<file path="config.mk">
export PLATFORM = sky130hd
export DESIGN_NAME = char_lcd_bus_sequencer_unit
export DESIGN_NICKNAME = d
export VERILOG_FILES = /design/src/rtl/clbs_pkg.sv /design/src/rtl/clbs_cfg_regs.sv /design/src/rtl/clbs_in_stage.sv /design/src/rtl/clbs_seq.sv /design/src/rtl/char_lcd_bus_sequencer_unit.sv
export SDC_FILE = /design/constraint.sdc
export NUM_CORES = 1
export LEC_CHECK = 0
export BUFFER_PORTS_ARGS = -buffer_cell sky130_fd_sc_hd__buf_4
export CAP_MARGIN = 10
export CORE_AREA = 8 8 158 220
export CTS_CLUSTER_DIAMETER = 50
export CTS_CLUSTER_SIZE = 30
export DETAILED_ROUTE_END_ITERATION = 6
export DIE_AREA = 0 0 166 228
export HOLD_SLACK_MARGIN = 0.08
export PLACE_DENSITY = 0.8
export SETUP_SLACK_MARGIN = 0.02
export SYNTH_ARGS = -nofsm -noshare
export SYNTH_HDL_FRONTEND = slang
export SYNTH_SLANG_ARGS = --single-unit
</file>
<file path="constraint.sdc">
create_clock -name clk -period 12.7 [get_ports clk]
set_input_delay 1.27 -clock clk [delete_from_list [all_inputs] [get_ports clk]]
set_output_delay 1.27 -clock clk [all_outputs]
set_load 0.02 [all_outputs]
</file>
<file path="src/rtl/clbs_pkg.sv">
// Shared types, codes and constants of the character LCD bus sequencer.
package clbs_pkg;

  localparam int unsigned CFG_W     = 8;
  localparam int unsigned CFG_IDX_W = 2;
  localparam int unsigned CNT_W     = 30;
  localparam int unsigned WAIT_US_W = 22;
  localparam int unsigned SETTLE_W  = 16;

  localparam logic [2:0] OP_TICK        = 3'd0;
  localparam logic [2:0] OP_CMD_WRITE   = 3'd1;
  localparam logic [2:0] OP_DATA_WRITE  = 3'd2;
  localparam logic [2:0] OP_READ_STATUS = 3'd3;
  localparam logic [2:0] OP_READ_DATA   = 3'd4;
  localparam logic [2:0] OP_GOTO        = 3'd5;

  localparam logic [CFG_IDX_W-1:0] CFG_TICKS_PER_US      = 2'd0;
  localparam logic [CFG_IDX_W-1:0] CFG_ENABLE_HIGH_TICKS = 2'd1;
  localparam logic [CFG_IDX_W-1:0] CFG_READ_SETUP_TICKS  = 2'd2;
  localparam logic [CFG_IDX_W-1:0] CFG_BUSY_SETTLE_US    = 2'd3;

  localparam logic [CFG_W-1:0] RST_TICKS_PER_US      = 8'd16;
  localparam logic [CFG_W-1:0] RST_ENABLE_HIGH_TICKS = 8'd8;
  localparam logic [CFG_W-1:0] RST_READ_SETUP_TICKS  = 8'd8;
  localparam logic [CFG_W-1:0] RST_BUSY_SETTLE_US    = 8'd8;

  localparam int unsigned      BUSY_BIT        = 7;
  localparam logic [7:0]       SET_ADDR_CMD    = 8'h80;
  localparam logic [7:0]       LINE_TWO_OFFSET = 8'h40;
  localparam logic [9:0]       MS_IN_US        = 10'd1000;

  typedef struct packed {
    logic [CFG_W-1:0]    ticks_per_us;
    logic [CFG_W-1:0]    enable_high_ticks;
    logic [CFG_W-1:0]    read_setup_ticks;
    logic [SETTLE_W-1:0] settle_ticks;
  } clbs_cfg_t;

  typedef struct packed {
    logic [2:0]           op;
    logic [7:0]           data_byte;
    logic [5:0]           position;
    logic                 line_two;
    logic [WAIT_US_W-1:0] wait_us;
    logic [7:0]           bus_in;
  } clbs_item_t;

  typedef struct packed {
    logic       reg_select;
    logic       read_not_write;
    logic       enable_pin;
    logic [7:0] bus_out;
    logic       bus_drive;
    logic       idle;
    logic       read_valid;
    logic [7:0] read_value;
    logic       rejected;
  } clbs_result_t;

endpackage

</file>
<file path="src/rtl/clbs_cfg_regs.sv">
// Configuration registers and the precomputed busy settle tick count.
module clbs_cfg_regs (
  input  logic                           clk,
  input  logic                           rst,
  input  logic                           cfg_write,
  input  logic [clbs_pkg::CFG_IDX_W-1:0] cfg_index,
  input  logic [clbs_pkg::CFG_W-1:0]     cfg_data,
  output clbs_pkg::clbs_cfg_t            cfg
);
  import clbs_pkg::*;

  logic [CFG_W-1:0]    ticks_per_us;
  logic [CFG_W-1:0]    enable_high_ticks;
  logic [CFG_W-1:0]    read_setup_ticks;
  logic [CFG_W-1:0]    busy_settle_us;
  logic [SETTLE_W-1:0] settle_ticks;

  always_ff @(posedge clk) begin
    if (rst) begin
      ticks_per_us      <= RST_TICKS_PER_US;
      enable_high_ticks <= RST_ENABLE_HIGH_TICKS;
      read_setup_ticks  <= RST_READ_SETUP_TICKS;
      busy_settle_us    <= RST_BUSY_SETTLE_US;
    end else if (cfg_write) begin
      unique case (cfg_index)
        CFG_TICKS_PER_US:      ticks_per_us      <= cfg_data;
        CFG_ENABLE_HIGH_TICKS: enable_high_ticks <= cfg_data;
        CFG_READ_SETUP_TICKS:  read_setup_ticks  <= cfg_data;
        CFG_BUSY_SETTLE_US:    busy_settle_us    <= cfg_data;
        default: ;
      endcase
    end
  end

  always_ff @(posedge clk) begin
    settle_ticks <= SETTLE_W'(busy_settle_us) * SETTLE_W'(ticks_per_us);
  end

  assign cfg.ticks_per_us      = ticks_per_us;
  assign cfg.enable_high_ticks = enable_high_ticks;
  assign cfg.read_setup_ticks  = read_setup_ticks;
  assign cfg.settle_ticks      = settle_ticks;

endmodule

</file>
<file path="src/rtl/clbs_in_stage.sv">
// Input register: captures one beat and scales the wait to microseconds.
module clbs_in_stage (
  input  logic                   clk,
  input  logic                   rst,
  input  logic                   item_valid,
  output logic                   item_stall,
  input  logic [2:0]             op,
  input  logic [7:0]             data_byte,
  input  logic [5:0]             position,
  input  logic                   line_two,
  input  logic [11:0]            wait_count,
  input  logic                   wait_unit,
  input  logic [7:0]             bus_in,
  input  logic                   advance,
  output logic                   held_valid,
  output clbs_pkg::clbs_item_t   held_item
);
  import clbs_pkg::*;

  logic                 load;
  logic [WAIT_US_W-1:0] wait_us;

  assign item_stall = held_valid && !advance;
  assign load       = item_valid && !item_stall;
  assign wait_us    = wait_unit ? WAIT_US_W'(wait_count) * WAIT_US_W'(MS_IN_US)
                                : WAIT_US_W'(wait_count);

  always_ff @(posedge clk) begin
    if (rst) begin
      held_valid <= 1'b0;
    end else if (load) begin
      held_valid <= 1'b1;
    end else if (advance) begin
      held_valid <= 1'b0;
    end
  end

  always_ff @(posedge clk) begin
    if (load) begin
      held_item.op        <= op;
      held_item.data_byte <= data_byte;
      held_item.position  <= position;
      held_item.line_two  <= line_two;
      held_item.wait_us   <= wait_us;
      held_item.bus_in    <= bus_in;
    end
  end

endmodule

</file>
<file path="src/rtl/clbs_seq.sv">
// Bus timing state machine, held request and registered result beat.
module clbs_seq (
  input  logic                   clk,
  input  logic                   rst,
  input  clbs_pkg::clbs_cfg_t    cfg,
  input  logic                   held_valid,
  input  clbs_pkg::clbs_item_t   held_item,
  output logic                   advance,
  output logic                   result_valid,
  input  logic                   result_stall,
  output clbs_pkg::clbs_result_t result
);
  import clbs_pkg::*;

  typedef enum logic [2:0] {
    PH_IDLE, PH_POLL_HIGH, PH_POLL_LOW, PH_SETTLE,
    PH_WRITE_E, PH_WRITE_HOLD, PH_POST_WAIT, PH_READ_HIGH
  } phase_t;

  phase_t               phase, phase_next;
  logic [CNT_W-1:0]     tick_counter, tick_counter_next;
  logic [7:0]           held_byte, held_byte_next;
  logic                 held_rs, held_rs_next;
  logic                 held_is_write, held_is_write_next;
  logic [WAIT_US_W-1:0] held_us, held_us_next;
  logic [CNT_W-1:0]     held_post_wait;
  logic [7:0]           last_read, last_read_next;
  logic                 request, rejected_next, read_valid_next, step;
  logic [7:0]           goto_addr;
  clbs_result_t         result_next;

  assign advance   = !result_valid || !result_stall;
  assign step      = held_valid && advance;
  assign request   = held_item.op >= OP_CMD_WRITE && held_item.op <= OP_GOTO;
  assign goto_addr = {2'b00, held_item.position} - 8'd1
                     + (held_item.line_two ? LINE_TWO_OFFSET : 8'd0);

  always_comb begin
    phase_next         = phase;
    tick_counter_next  = tick_counter;
    held_byte_next     = held_byte;
    held_rs_next       = held_rs;
    held_is_write_next = held_is_write;
    held_us_next       = held_us;
    last_read_next     = last_read;
    rejected_next      = 1'b0;
    read_valid_next    = 1'b0;
    if (phase == PH_IDLE) begin
      if (request) begin
        unique case (held_item.op)
          OP_CMD_WRITE, OP_DATA_WRITE: begin
            held_byte_next     = held_item.data_byte;
            held_rs_next       = held_item.op == OP_DATA_WRITE;
            held_is_write_next = 1'b1;
            held_us_next       = held_item.wait_us;
            phase_next         = PH_POLL_HIGH;
            tick_counter_next  = CNT_W'(cfg.read_setup_ticks);
          end
          OP_READ_STATUS, OP_READ_DATA: begin
            held_rs_next      = held_item.op == OP_READ_DATA;
            phase_next        = PH_READ_HIGH;
            tick_counter_next = CNT_W'(cfg.read_setup_ticks);
          end
          default: begin
            held_byte_next     = SET_ADDR_CMD | goto_addr;
            held_rs_next       = 1'b0;
            held_is_write_next = 1'b0;
            phase_next         = PH_WRITE_E;
            tick_counter_next  = CNT_W'(cfg.enable_high_ticks);
          end
        endcase
      end
    end else begin
      rejected_next = request;
      unique case (phase)
        PH_POLL_HIGH: begin
          if (tick_counter > CNT_W'(1)) begin
            tick_counter_next = tick_counter - CNT_W'(1);
          end else begin
            last_read_next = held_item.bus_in;
            if (held_item.bus_in[BUSY_BIT]) begin
              phase_next        = PH_POLL_LOW;
              tick_counter_next = '0;
            end else if (cfg.settle_ticks == '0) begin
              phase_next        = PH_WRITE_E;
              tick_counter_next = CNT_W'(cfg.enable_high_ticks);
            end else begin
              phase_next        = PH_SETTLE;
              tick_counter_next = CNT_W'(cfg.settle_ticks);
            end
          end
        end
        PH_POLL_LOW: begin
          phase_next        = PH_POLL_HIGH;
          tick_counter_next = CNT_W'(cfg.read_setup_ticks);
        end
        PH_SETTLE: begin
          if (tick_counter > CNT_W'(1)) begin
            tick_counter_next = tick_counter - CNT_W'(1);
          end else begin
            phase_next        = PH_WRITE_E;
            tick_counter_next = CNT_W'(cfg.enable_high_ticks);
          end
        end
        PH_WRITE_E: begin
          if (tick_counter > CNT_W'(1)) begin
            tick_counter_next = tick_counter - CNT_W'(1);
          end else begin
            phase_next        = PH_WRITE_HOLD;
            tick_counter_next = '0;
          end
        end
        PH_WRITE_HOLD: begin
          if (!held_is_write || held_post_wait == '0) begin
            phase_next        = PH_IDLE;
            tick_counter_next = '0;
          end else begin
            phase_next        = PH_POST_WAIT;
            tick_counter_next = held_post_wait;
          end
        end
        PH_POST_WAIT: begin
          if (tick_counter > CNT_W'(1)) begin
            tick_counter_next = tick_counter - CNT_W'(1);
          end else begin
            phase_next        = PH_IDLE;
            tick_counter_next = '0;
          end
        end
        PH_READ_HIGH: begin
          if (tick_counter > CNT_W'(1)) begin
            tick_counter_next = tick_counter - CNT_W'(1);
          end else begin
            last_read_next    = held_item.bus_in;
            read_valid_next   = 1'b1;
            phase_next        = PH_IDLE;
            tick_counter_next = '0;
          end
        end
        default: begin
          phase_next        = PH_IDLE;
          tick_counter_next = '0;
        end
      endcase
    end
  end

  always_comb begin
    result_next.reg_select     = 1'b0;
    result_next.read_not_write = 1'b0;
    result_next.enable_pin     = 1'b0;
    result_next.bus_drive      = 1'b1;
    unique case (phase_next)
      PH_POLL_HIGH: begin
        result_next.read_not_write = 1'b1;
        result_next.enable_pin     = 1'b1;
        result_next.bus_drive      = 1'b0;
      end
      PH_POLL_LOW: begin
        result_next.read_not_write = 1'b1;
        result_next.bus_drive      = 1'b0;
      end
      PH_WRITE_E: begin
        result_next.reg_select = held_rs_next;
        result_next.enable_pin = 1'b1;
      end
      PH_SETTLE, PH_WRITE_HOLD, PH_POST_WAIT: begin
        result_next.reg_select = held_rs_next;
      end
      PH_READ_HIGH: begin
        result_next.reg_select     = held_rs_next;
        result_next.read_not_write = 1'b1;
        result_next.enable_pin     = 1'b1;
        result_next.bus_drive      = 1'b0;
      end
      default: ;
    endcase
    result_next.bus_out    = result_next.bus_drive ? held_byte_next : 8'd0;
    result_next.idle       = phase_next == PH_IDLE;
    result_next.read_valid = read_valid_next;
    result_next.read_value = last_read_next;
    result_next.rejected   = rejected_next;
  end

  always_ff @(posedge clk) begin
    if (rst) begin
      phase         <= PH_IDLE;
      tick_counter  <= '0;
      held_byte     <= '0;
      held_rs       <= 1'b0;
      held_is_write <= 1'b0;
      held_us       <= '0;
      last_read     <= '0;
      result_valid  <= 1'b0;
    end else begin
      if (step) begin
        phase         <= phase_next;
        tick_counter  <= tick_counter_next;
        held_byte     <= held_byte_next;
        held_rs       <= held_rs_next;
        held_is_write <= held_is_write_next;
        held_us       <= held_us_next;
        last_read     <= last_read_next;
      end
      if (advance) begin
        result_valid <= held_valid;
      end
    end
  end

  always_ff @(posedge clk) begin
    held_post_wait <= CNT_W'(held_us) * CNT_W'(cfg.ticks_per_us);
    if (step) begin
      result <= result_next;
    end
  end

endmodule

</file>
<file path="src/rtl/char_lcd_bus_sequencer_unit.sv">
// Top level of the 8-bit character LCD bus sequencer.
//
// Each beat on the item channel is one tick of display bus time: it may carry
// a request (command or data write with busy polling, status or data read,
// cursor goto) and carries the level of the data lines for that tick. Each
// item yields exactly one beat on the result channel with the pin levels
// after that tick, the idle flag, the read strobe and value, and a flag for a
// request dropped because the sequencer was busy.
// The result beat is registered: the item passes the input register, then
// the state update into the result register. Throughput is one item per
// cycle while the result side does not stall; the poll, settle, strobe and
// post-write waits are counted in items.
// The post-write wait is scaled by a registered multiplier pair (a wait in
// milliseconds times 1000, then times ticks_per_us) and the settle time by a
// registered product of the settle and tick registers.
// A stall on the result side holds the result beat and the state; the input
// register still takes one beat and then stalls the item side.
// Reset sets the idle phase, clears the held byte and last read value and loads
// the register defaults. Registers are written by the user through cfg_write,
// cfg_index and cfg_data only while the block is idle; the block does not enforce this.
module char_lcd_bus_sequencer_unit (
  input  logic                           clk,
  input  logic                           rst,
  input  logic                           cfg_write,
  input  logic [clbs_pkg::CFG_IDX_W-1:0] cfg_index,
  input  logic [clbs_pkg::CFG_W-1:0]     cfg_data,
  input  logic                           item_valid,
  output logic                           item_stall,
  input  logic [2:0]                     op,
  input  logic [7:0]                     data_byte,
  input  logic [5:0]                     position,
  input  logic                           line_two,
  input  logic [11:0]                    wait_count,
  input  logic                           wait_unit,
  input  logic [7:0]                     bus_in,
  output logic                           result_valid,
  input  logic                           result_stall,
  output logic                           reg_select,
  output logic                           read_not_write,
  output logic                           enable_pin,
  output logic                           chip_select,
  output logic [7:0]                     bus_out,
  output logic                           bus_drive,
  output logic                           idle,
  output logic                           read_valid,
  output logic [7:0]                     read_value,
  output logic                           rejected
);
  import clbs_pkg::*;

  clbs_cfg_t    cfg;
  clbs_item_t   held_item;
  clbs_result_t result;
  logic         held_valid;
  logic         advance;

  clbs_cfg_regs u_cfg (
    .clk       (clk),
    .rst       (rst),
    .cfg_write (cfg_write),
    .cfg_index (cfg_index),
    .cfg_data  (cfg_data),
    .cfg       (cfg)
  );

  clbs_in_stage u_in (
    .clk        (clk),
    .rst        (rst),
    .item_valid (item_valid),
    .item_stall (item_stall),
    .op         (op),
    .data_byte  (data_byte),
    .position   (position),
    .line_two   (line_two),
    .wait_count (wait_count),
    .wait_unit  (wait_unit),
    .bus_in     (bus_in),
    .advance    (advance),
    .held_valid (held_valid),
    .held_item  (held_item)
  );

  clbs_seq u_seq (
    .clk          (clk),
    .rst          (rst),
    .cfg          (cfg),
    .held_valid   (held_valid),
    .held_item    (held_item),
    .advance      (advance),
    .result_valid (result_valid),
    .result_stall (result_stall),
    .result       (result)
  );

  assign reg_select     = result.reg_select;
  assign read_not_write = result.read_not_write;
  assign enable_pin     = result.enable_pin;
  assign chip_select    = 1'b1;
  assign bus_out        = result.bus_out;
  assign bus_drive      = result.bus_drive;
  assign idle           = result.idle;
  assign read_valid     = result.read_valid;
  assign read_value     = result.read_value;
  assign rejected       = result.rejected;

  a_read_ends_idle: assert property (@(posedge clk) disable iff (rst)
    result_valid && read_valid |-> idle)
    else $error("read strobe without return to idle");

  a_strobe_not_idle: assert property (@(posedge clk) disable iff (rst)
    result_valid && enable_pin |-> !idle)
    else $error("E high while idle");

  a_release_on_read: assert property (@(posedge clk) disable iff (rst)
    result_valid && !bus_drive |-> read_not_write && bus_out == 8'd0)
    else $error("bus released outside a read cycle");

endmodule
</file>
# Word level (Yosys, flattened, before mapping)
# Cells that the tools add are included.
# word_totals
latchBits	0
romBits	0
wordCells	138
mem_count	0
register_bits	224
ram_bits	0
output_inout_bits	26
# classes
n_mul	3
n_mux	39
n_addsub	3
shifts	0
n_reduce_logical	34
bitwise	2
n_eq_ne	22
n_div	0
n_lt_le_gt_ge	3
# op_table
op	count
30-bit 2-to-1 mux	7
30-bit case mux with 5 select lines	1
8-bit 2-to-1 mux	6
30-bit by 1-bit greater-than comparator with 1-bit output, second input constant	1
30-bit zero test	1
22-bit by 8-bit multiplier with 30-bit output	1
30-bit by 1-bit subtractor with 30-bit output, second input constant	1
3-bit == test, second input constant	9
3-bit 2-to-1 mux	9
12-bit by 7-bit multiplier with 19-bit output, second input constant	1
3-bit by 2-bit == test with 1-bit output, second input constant	6
3-bit case mux with 6 select lines	1
16-bit zero test	1
8-bit by 8-bit multiplier with 16-bit output	1
16-bit 2-to-1 mux	1
8-bit case mux with 2 select lines	1
12-bit 2-to-1 mux	1
2-bit AND reduction	5
2-bit OR reduction	5
3-bit by 1-bit == test with 1-bit output, second input constant	3
3-bit OR reduction	3
1-bit 2-to-1 mux	8
4-bit AND reduction	2
7-bit adder	1
other kinds (18)	30

# Depth between registers and ports, before layout
# logic_depth
ltp_word	9
ltp_mapped	20

# Modules after synthesis
# A second synthesis with hierarchy kept.
# unflattened
hier_cells	2038
area_unflattened_um2	18895.6
# by_module_without_submodules
mod	seq_area_each_um2	instances	area_per_inst_um2	cells_per_inst
clbs_seq	2772.7	1	11598.6	1334
clbs_in_stage	1461.4	1	3684.8	309
clbs_cfg_regs	960.9	1	3601.0	393
char_lcd_bus_sequencer_unit	0.0	1	11.3	2

# Worst setup path after synthesis
# OpenSTA, ideal clock, no wires.
# synth_timing
path_kind	input to register
from	input wait_count[0]
to	register, netlist name u_in.held_item[29]
setup_slack_ns	7.188
required_time_ns	12.445
arrival_time_ns	5.258
path_stages	15
setup_time_ns	0.255
cell_sequence	fa_1 > inv_1 > fa_1 > fa_1 > inv_1 > fa_1 > ha_1 > nand3_1 > o211ai_1 > o41ai_1 > o21ai_0 > a311oi_1 > a21oi_1 > xnor2_1 > and2_1
# synth_between
elab_chain_cells	1
# synth_rtl
element	line	source
start, declared	char_lcd_bus_sequencer_unit.sv:33	input logic [11:0] wait_count,
12-bit by 7-bit multiplier with 19-bit output	clbs_in_stage.sv:25	assign wait_us = wait_unit ? WAIT_US_W'(wait_count) * WAIT_US_W'(MS_IN_US)
# Every way passes these cells.
# A chain may end at the register's enable or synchronous reset.

# Worst setup path after layout
# layout_timing
from	register u_cfg.ticks_per_us[6]
to	register u_seq.held_post_wait[28]
# layout_between
elab_chain_cells	1
# layout_rtl
element	line	source
start, declared	clbs_cfg_regs.sv:12	logic [CFG_W-1:0] ticks_per_us;
start signal, assigned	clbs_cfg_regs.sv:26	CFG_TICKS_PER_US: ticks_per_us <= cfg_data;
22-bit by 8-bit multiplier with 30-bit output	clbs_seq.sv:212	held_post_wait <= CNT_W'(held_us) * CNT_W'(cfg.ticks_per_us);
end signal, assigned	clbs_seq.sv:212	
end, declared	clbs_seq.sv:26	logic [CNT_W-1:0] held_post_wait;
# Every way passes these cells.

==> impl.org <==
** Timing
- The worst path needs 5820 ps of the cycle, external delays included.
- RSZ-0062 raised after global routing :: no
- Setup slack on the critical path of the routed design comes to 6880 ps.
- Setup violations remaining at the end of the flow were counted as 0.
- Worst-margin pin slew :: between 1000 and 1500 ps
- The number of hold-slack violations in the final timing report was 0.
- Summed over all failing endpoints, the final setup total negative slack is 0 ps.
- The worst pin sits at a relative slew slack of between 10% and 20%.
- Based on the critical path, the design can be clocked at up to 0.172 GHz.
- Clock skew on the completed layout was measured at 19.0 ps.
- Number of max-slew violations in the final report :: 0
- In the finished design, the share of the clock period the worst path needs comes to a little under half.

** Drt
- Mean number of vias per cell :: 5.81
- Post-detailed-route DRC marker count :: 0
- For this block, the initial DRC count from the detailed router was about 1,000.
- After detailed routing, the average wire length per cell comes to between 15 and 20 µm.
- Across all layers, the routed design uses about 14,000 vias.
- Summed over all layers, the routed wires come to approximately 43,000 µm.
- Final antenna-violating net count :: 0
- TritonRoute pass-1 iters :: 6

** Logic synthesis
- The number of nets in the synthesized netlist is approximately 2,400.
- Adder and majority cell fraction of the synthesized area :: between 20% and 30%
- The top cell type by area accounts for a little over a fifth of the synthesized area.
- Share of cell area taken by muxes after synthesis :: under 10%
- By area, the combinational part of the netlist is dominated by adder cells.
- Post-synth EDFFs :: 71
- Synthesized instance count :: between 2,000 and 2,500
- Leading cell types by total area after synthesis :: sky130_fd_sc_hd__fa_1 21%, sky130_fd_sc_hd__dfxtp_1 16%, sky130_fd_sc_hd__edfxtp_1 11%
- Avg Synthesized Cell Area :: around 9.1 µm²
- Of all cell types, the one taking the most synthesized area is sky130_fd_sc_hd__fa_1.
- After synthesis, flip-flops and latches occupy 28.0% of the total area.
- Synthesized-area fraction occupied by xor and xnor cells :: ~3.6%
- Complex-gate fraction of the synthesized area :: around 11%
- Number of distinct standard cells referenced by the synthesized netlist :: 75
- Top flip-flop cell by instance count after synthesis :: sky130_fd_sc_hd__dfxtp_1
- Most instantiated library cell after synthesis :: sky130_fd_sc_hd__nand2_1
- The synthesized netlist devotes approximately 18% of its cell area to simple gates.
- Async set-or-reset flop fraction in the synthesized netlist :: 0%
- Yosys printed 0 warnings.
- Summed instance area of the synthesized netlist :: 0.0186 mm²
- Yosys reg bits :: approximately 220
- Counting instances in the post-synthesis netlist gives the leading cell types as 261 x sky130_fd_sc_hd__nand2_1, 260 x sky130_fd_sc_hd__inv_1, 194 x sky130_fd_sc_hd__fa_1, 162 x sky130_fd_sc_hd__and2_1, 153 x sky130_fd_sc_hd__dfxtp_1.

** Clocking
- CTS HTree Levels :: 1
- Number of buffers created by CTS :: 22
- CTS tree :: done
- Clock-pin transition on the worst setup and hold timing paths :: approximately 70 ps
- Total clock sinks :: roughly 220
- Post-CTS repair changed the size of 0 cells.
- Buffers from clock root to sink, at most :: 3
- For this design, the CTS-stage hold fixing added 0 buffers.
- Worst skew pair latency :: between 500 and 600 ps
- Setup fix buffers added after clock tree synthesis :: 0
- The tree is rooted in a sky130_fd_sc_hd__clkbuf_16.

** Pwr
- In this run, the clock network consumes roughly a third of the power.
- Net switching power of the design :: between 0.7 and 0.8 mW
- Standby leakage power :: 9.40 nW
- Of the total power, registers draw 37.9%.
- Net Sw Frac :: about a third
- Overall power consumption after layout is estimated at 2.22 mW.
- Combinational cells account for a little under a third of the total power.
- Largest voltage drop on the vdd net :: 0.0896 mV
- Power Density :: roughly 110 mW/mm²
- The internal portion of the total power is 1.50 mW.

** GRT
- Vias in the first global route :: 15,506
- The first global-routing pass estimated 73,000 µm of wire.
- GRT Util Overall :: a little under a quarter
- Antenna violations before repair :: 0
- Total congestion overflow :: 0
- Entering global routing, the biggest net connects approximately 110 pins.

** Worst setup path
- By startpoint and endpoint, the worst setup path is classified as reg2reg.
- The worst setup path is launched from a flop.
- Type of element capturing the critical path :: flop
- Setup slack on the worst reg-to-reg path comes out at 6880 ps.
- The endpoint identified for the worst register-to-register timing path is u_seq.held_post_wait[28]$_DFF_P_.
- The startpoint identified for the worst register-to-register timing path is u_cfg.ticks_per_us[6]$_SDFFE_PP0P_.
- Measured in cells, the most critical reg-to-reg path has a length of 17.
- CP Capture Point :: u_seq.held_post_wait[28]$_DFF_P_
- Required time of the worst setup path :: 13,090 ps
- Peak fanout along the critical path :: 20
- STA puts the critical path data arrival time at between 6000 and 7000 ps.
- The critical path starts at u_cfg.ticks_per_us[6]$_SDFFE_PP0P_.

** Placed design
- After detailed placement, the design holds a cell count of 2,434.
- Minimum setup slack after placement :: roughly 6500 ps
- Placed wire-length estimate :: ~33,000 µm
- Input and output buffers added on the ports amount to 78.
- Routability-driven placement finished with a final weighted congestion of around 0.93.

** Outcome
- Outcome :: completed

** Flow run
- The tool flagged a number of max-cap violations equal to 0.

** Floorplan
- Core Box Area :: between 0.03 and 0.04 mm²
- Io pins :: 80
- Once the floorplan was initialized, standard cells occupied around 60% of the core.
- The floorplan step defined a die boundary enclosing around 0.038 mm².
- Std-Cell Rows :: just under 80
- The die is around 230 µm tall.
- Die X-Extent :: around 170 µm

** Cells and area
- The filler cells instantiated in the layout total between 2,000 and 2,500.
- The count of cells in the finished layout, fillers not included, comes to 2,474.
- The number of antenna diodes in the final layout is 0.
- Cells with a size suffix above 1 make up ~8% of the layout.
- Measured on the finished design, the core utilization comes to roughly 65%.
- The area growth from synthesis to layout is 8.80%.
- For this run, the post-layout net count is ~2,400.

** Worst hold path
- The path class of the tightest hold or removal check is reg2reg.
==> flip-flops by register name (all words and copies together) (netlist names) <==
name and count:
u_in.held_item 48, u_seq.held_post_wait 30, u_seq.tick_counter 30, u_seq.result 23, u_seq.held_us 22, u_cfg.settle_ticks 16
u_cfg.busy_settle_us 8, u_cfg.enable_high_ticks 8, u_cfg.read_setup_ticks 8, u_cfg.ticks_per_us 8, u_seq.held_byte 8, u_seq.last_read 8
u_seq.phase 3, u_in.held_valid 1, u_seq.held_is_write 1, u_seq.held_rs 1, u_seq.result_valid 1
==> cells in the final DEF (no fill, tap or decap), types with 33 or more instances in the layout <==
cell | synthesis | layout
sky130_fd_sc_hd__nand2_1 | 261 | 261
sky130_fd_sc_hd__nor2_1 | 136 | 136
sky130_fd_sc_hd__xnor2_1 | 49 | 49
sky130_fd_sc_hd__a21oi_1 | 137 | 137
sky130_fd_sc_hd__buf_4 | 1 | 93
sky130_fd_sc_hd__o21ai_0 | 33 | 33
sky130_fd_sc_hd__ha_1 | 134 | 134
sky130_fd_sc_hd__nor3_1 | 36 | 36
sky130_fd_sc_hd__and2_1 | 162 | 162
sky130_fd_sc_hd__edfxtp_1 | 71 | 71
sky130_fd_sc_hd__inv_1 | 260 | 260
sky130_fd_sc_hd__fa_1 | 194 | 194
sky130_fd_sc_hd__dfxtp_1 | 153 | 153
==> critical path, stage by stage, from the launching register on <==
cell and delay (ps):
sky130_fd_sc_hd__dfxtp_1 780, sky130_fd_sc_hd__buf_4 320, sky130_fd_sc_hd__and2_1 170, sky130_fd_sc_hd__fa_1 440
sky130_fd_sc_hd__fa_1 450, sky130_fd_sc_hd__fa_1 480, sky130_fd_sc_hd__inv_1 40, sky130_fd_sc_hd__fa_1 470
sky130_fd_sc_hd__inv_1 40, sky130_fd_sc_hd__ha_1 390, sky130_fd_sc_hd__nand2_1 100, sky130_fd_sc_hd__o21ai_0 210
sky130_fd_sc_hd__nand3_1 170, sky130_fd_sc_hd__o41ai_1 280, sky130_fd_sc_hd__a21oi_1 190, sky130_fd_sc_hd__o41ai_1 740
sky130_fd_sc_hd__a311oi_1 250, sky130_fd_sc_hd__xnor2_1 170
==> worst min-delay path by stage <==
stage / start / to / slack (ps) / cells after the start
2_1_floorplan: u_seq.last_read[0]$_SDFFE_PP0P_ / u_seq.last_read[0]$_SDFFE_PP0P_ / 430 / 2
3_3_place_gp: u_seq.last_read[4]$_SDFFE_PP0P_ / u_seq.last_read[4]$_SDFFE_PP0P_ / 440 / 2
3_5_place_dp: u_seq.last_read[7]$_SDFFE_PP0P_ / u_seq.last_read[7]$_SDFFE_PP0P_ / 440 / 2
4_1_cts: u_seq.last_read[3]$_SDFFE_PP0P_ / u_seq.last_read[3]$_SDFFE_PP0P_ / 450 / 2
5_1_grt: u_seq.last_read[2]$_SDFFE_PP0P_ / u_seq.last_read[2]$_SDFFE_PP0P_ / 470 / 2
6_report: u_seq.last_read[5]$_SDFFE_PP0P_ / u_seq.last_read[5]$_SDFFE_PP0P_ / 450 / 2
==> power by group through the flow <==
stage | Clock [mW] | Combinational, mW | Sequential [mW]
2_1_floorplan | 0 | 0.523 | 0.846
3_3_place_gp | 0 | 0.648 | 0.854
3_5_place_dp | 0 | 0.673 | 0.855
4_1_cts | 0.707 | 0.679 | 0.840
5_1_grt | 0.732 | 0.770 | 0.845
6_report | 0.700 | 0.677 | 0.841
==> final cells by class <==
type                       instances  area, µm²  area share [%]
inverter                         262        983            4.87
clock buffer                      24        579            2.87
sequential                       224       5190            25.7
clock inverter                    16        200           0.991
tap                              395        494            2.45
timing repair buffer              93        698            3.45
multi-input combinational       1460      12100            59.7
==> metal layers <==
metal / wire length (µm) / global-route usage (%) / up-vias
li1: - / - / 6739
met1: 16100 / 23.8 / 7089
met2: 23600 / 45.4 / 429
met3: 2000 / 2.49 / 111
met4: 1510 / 10.0 / 0
met5: 0 / 0 / -
==> logic make-up after synthesis <==
logic type | Yosys count
and+or+nand+nor | 702
buffers and inverters | 350
adders and majority gates | 328
AOI/OAI and AO/OA | 322
DFF | 224
xor gates and xnor gates | 77
muxes | 30
other | 1
==> stage by stage <==
stage	hold slack (ps)	cell area [µm²]
6_report	452	20200
5_1_grt	474	20200
4_1_cts	453	20200
3_5_place_dp	443	19400
3_3_place_gp	435	19400
2_1_floorplan	428	18600
(Power assumes the default switching activity.)
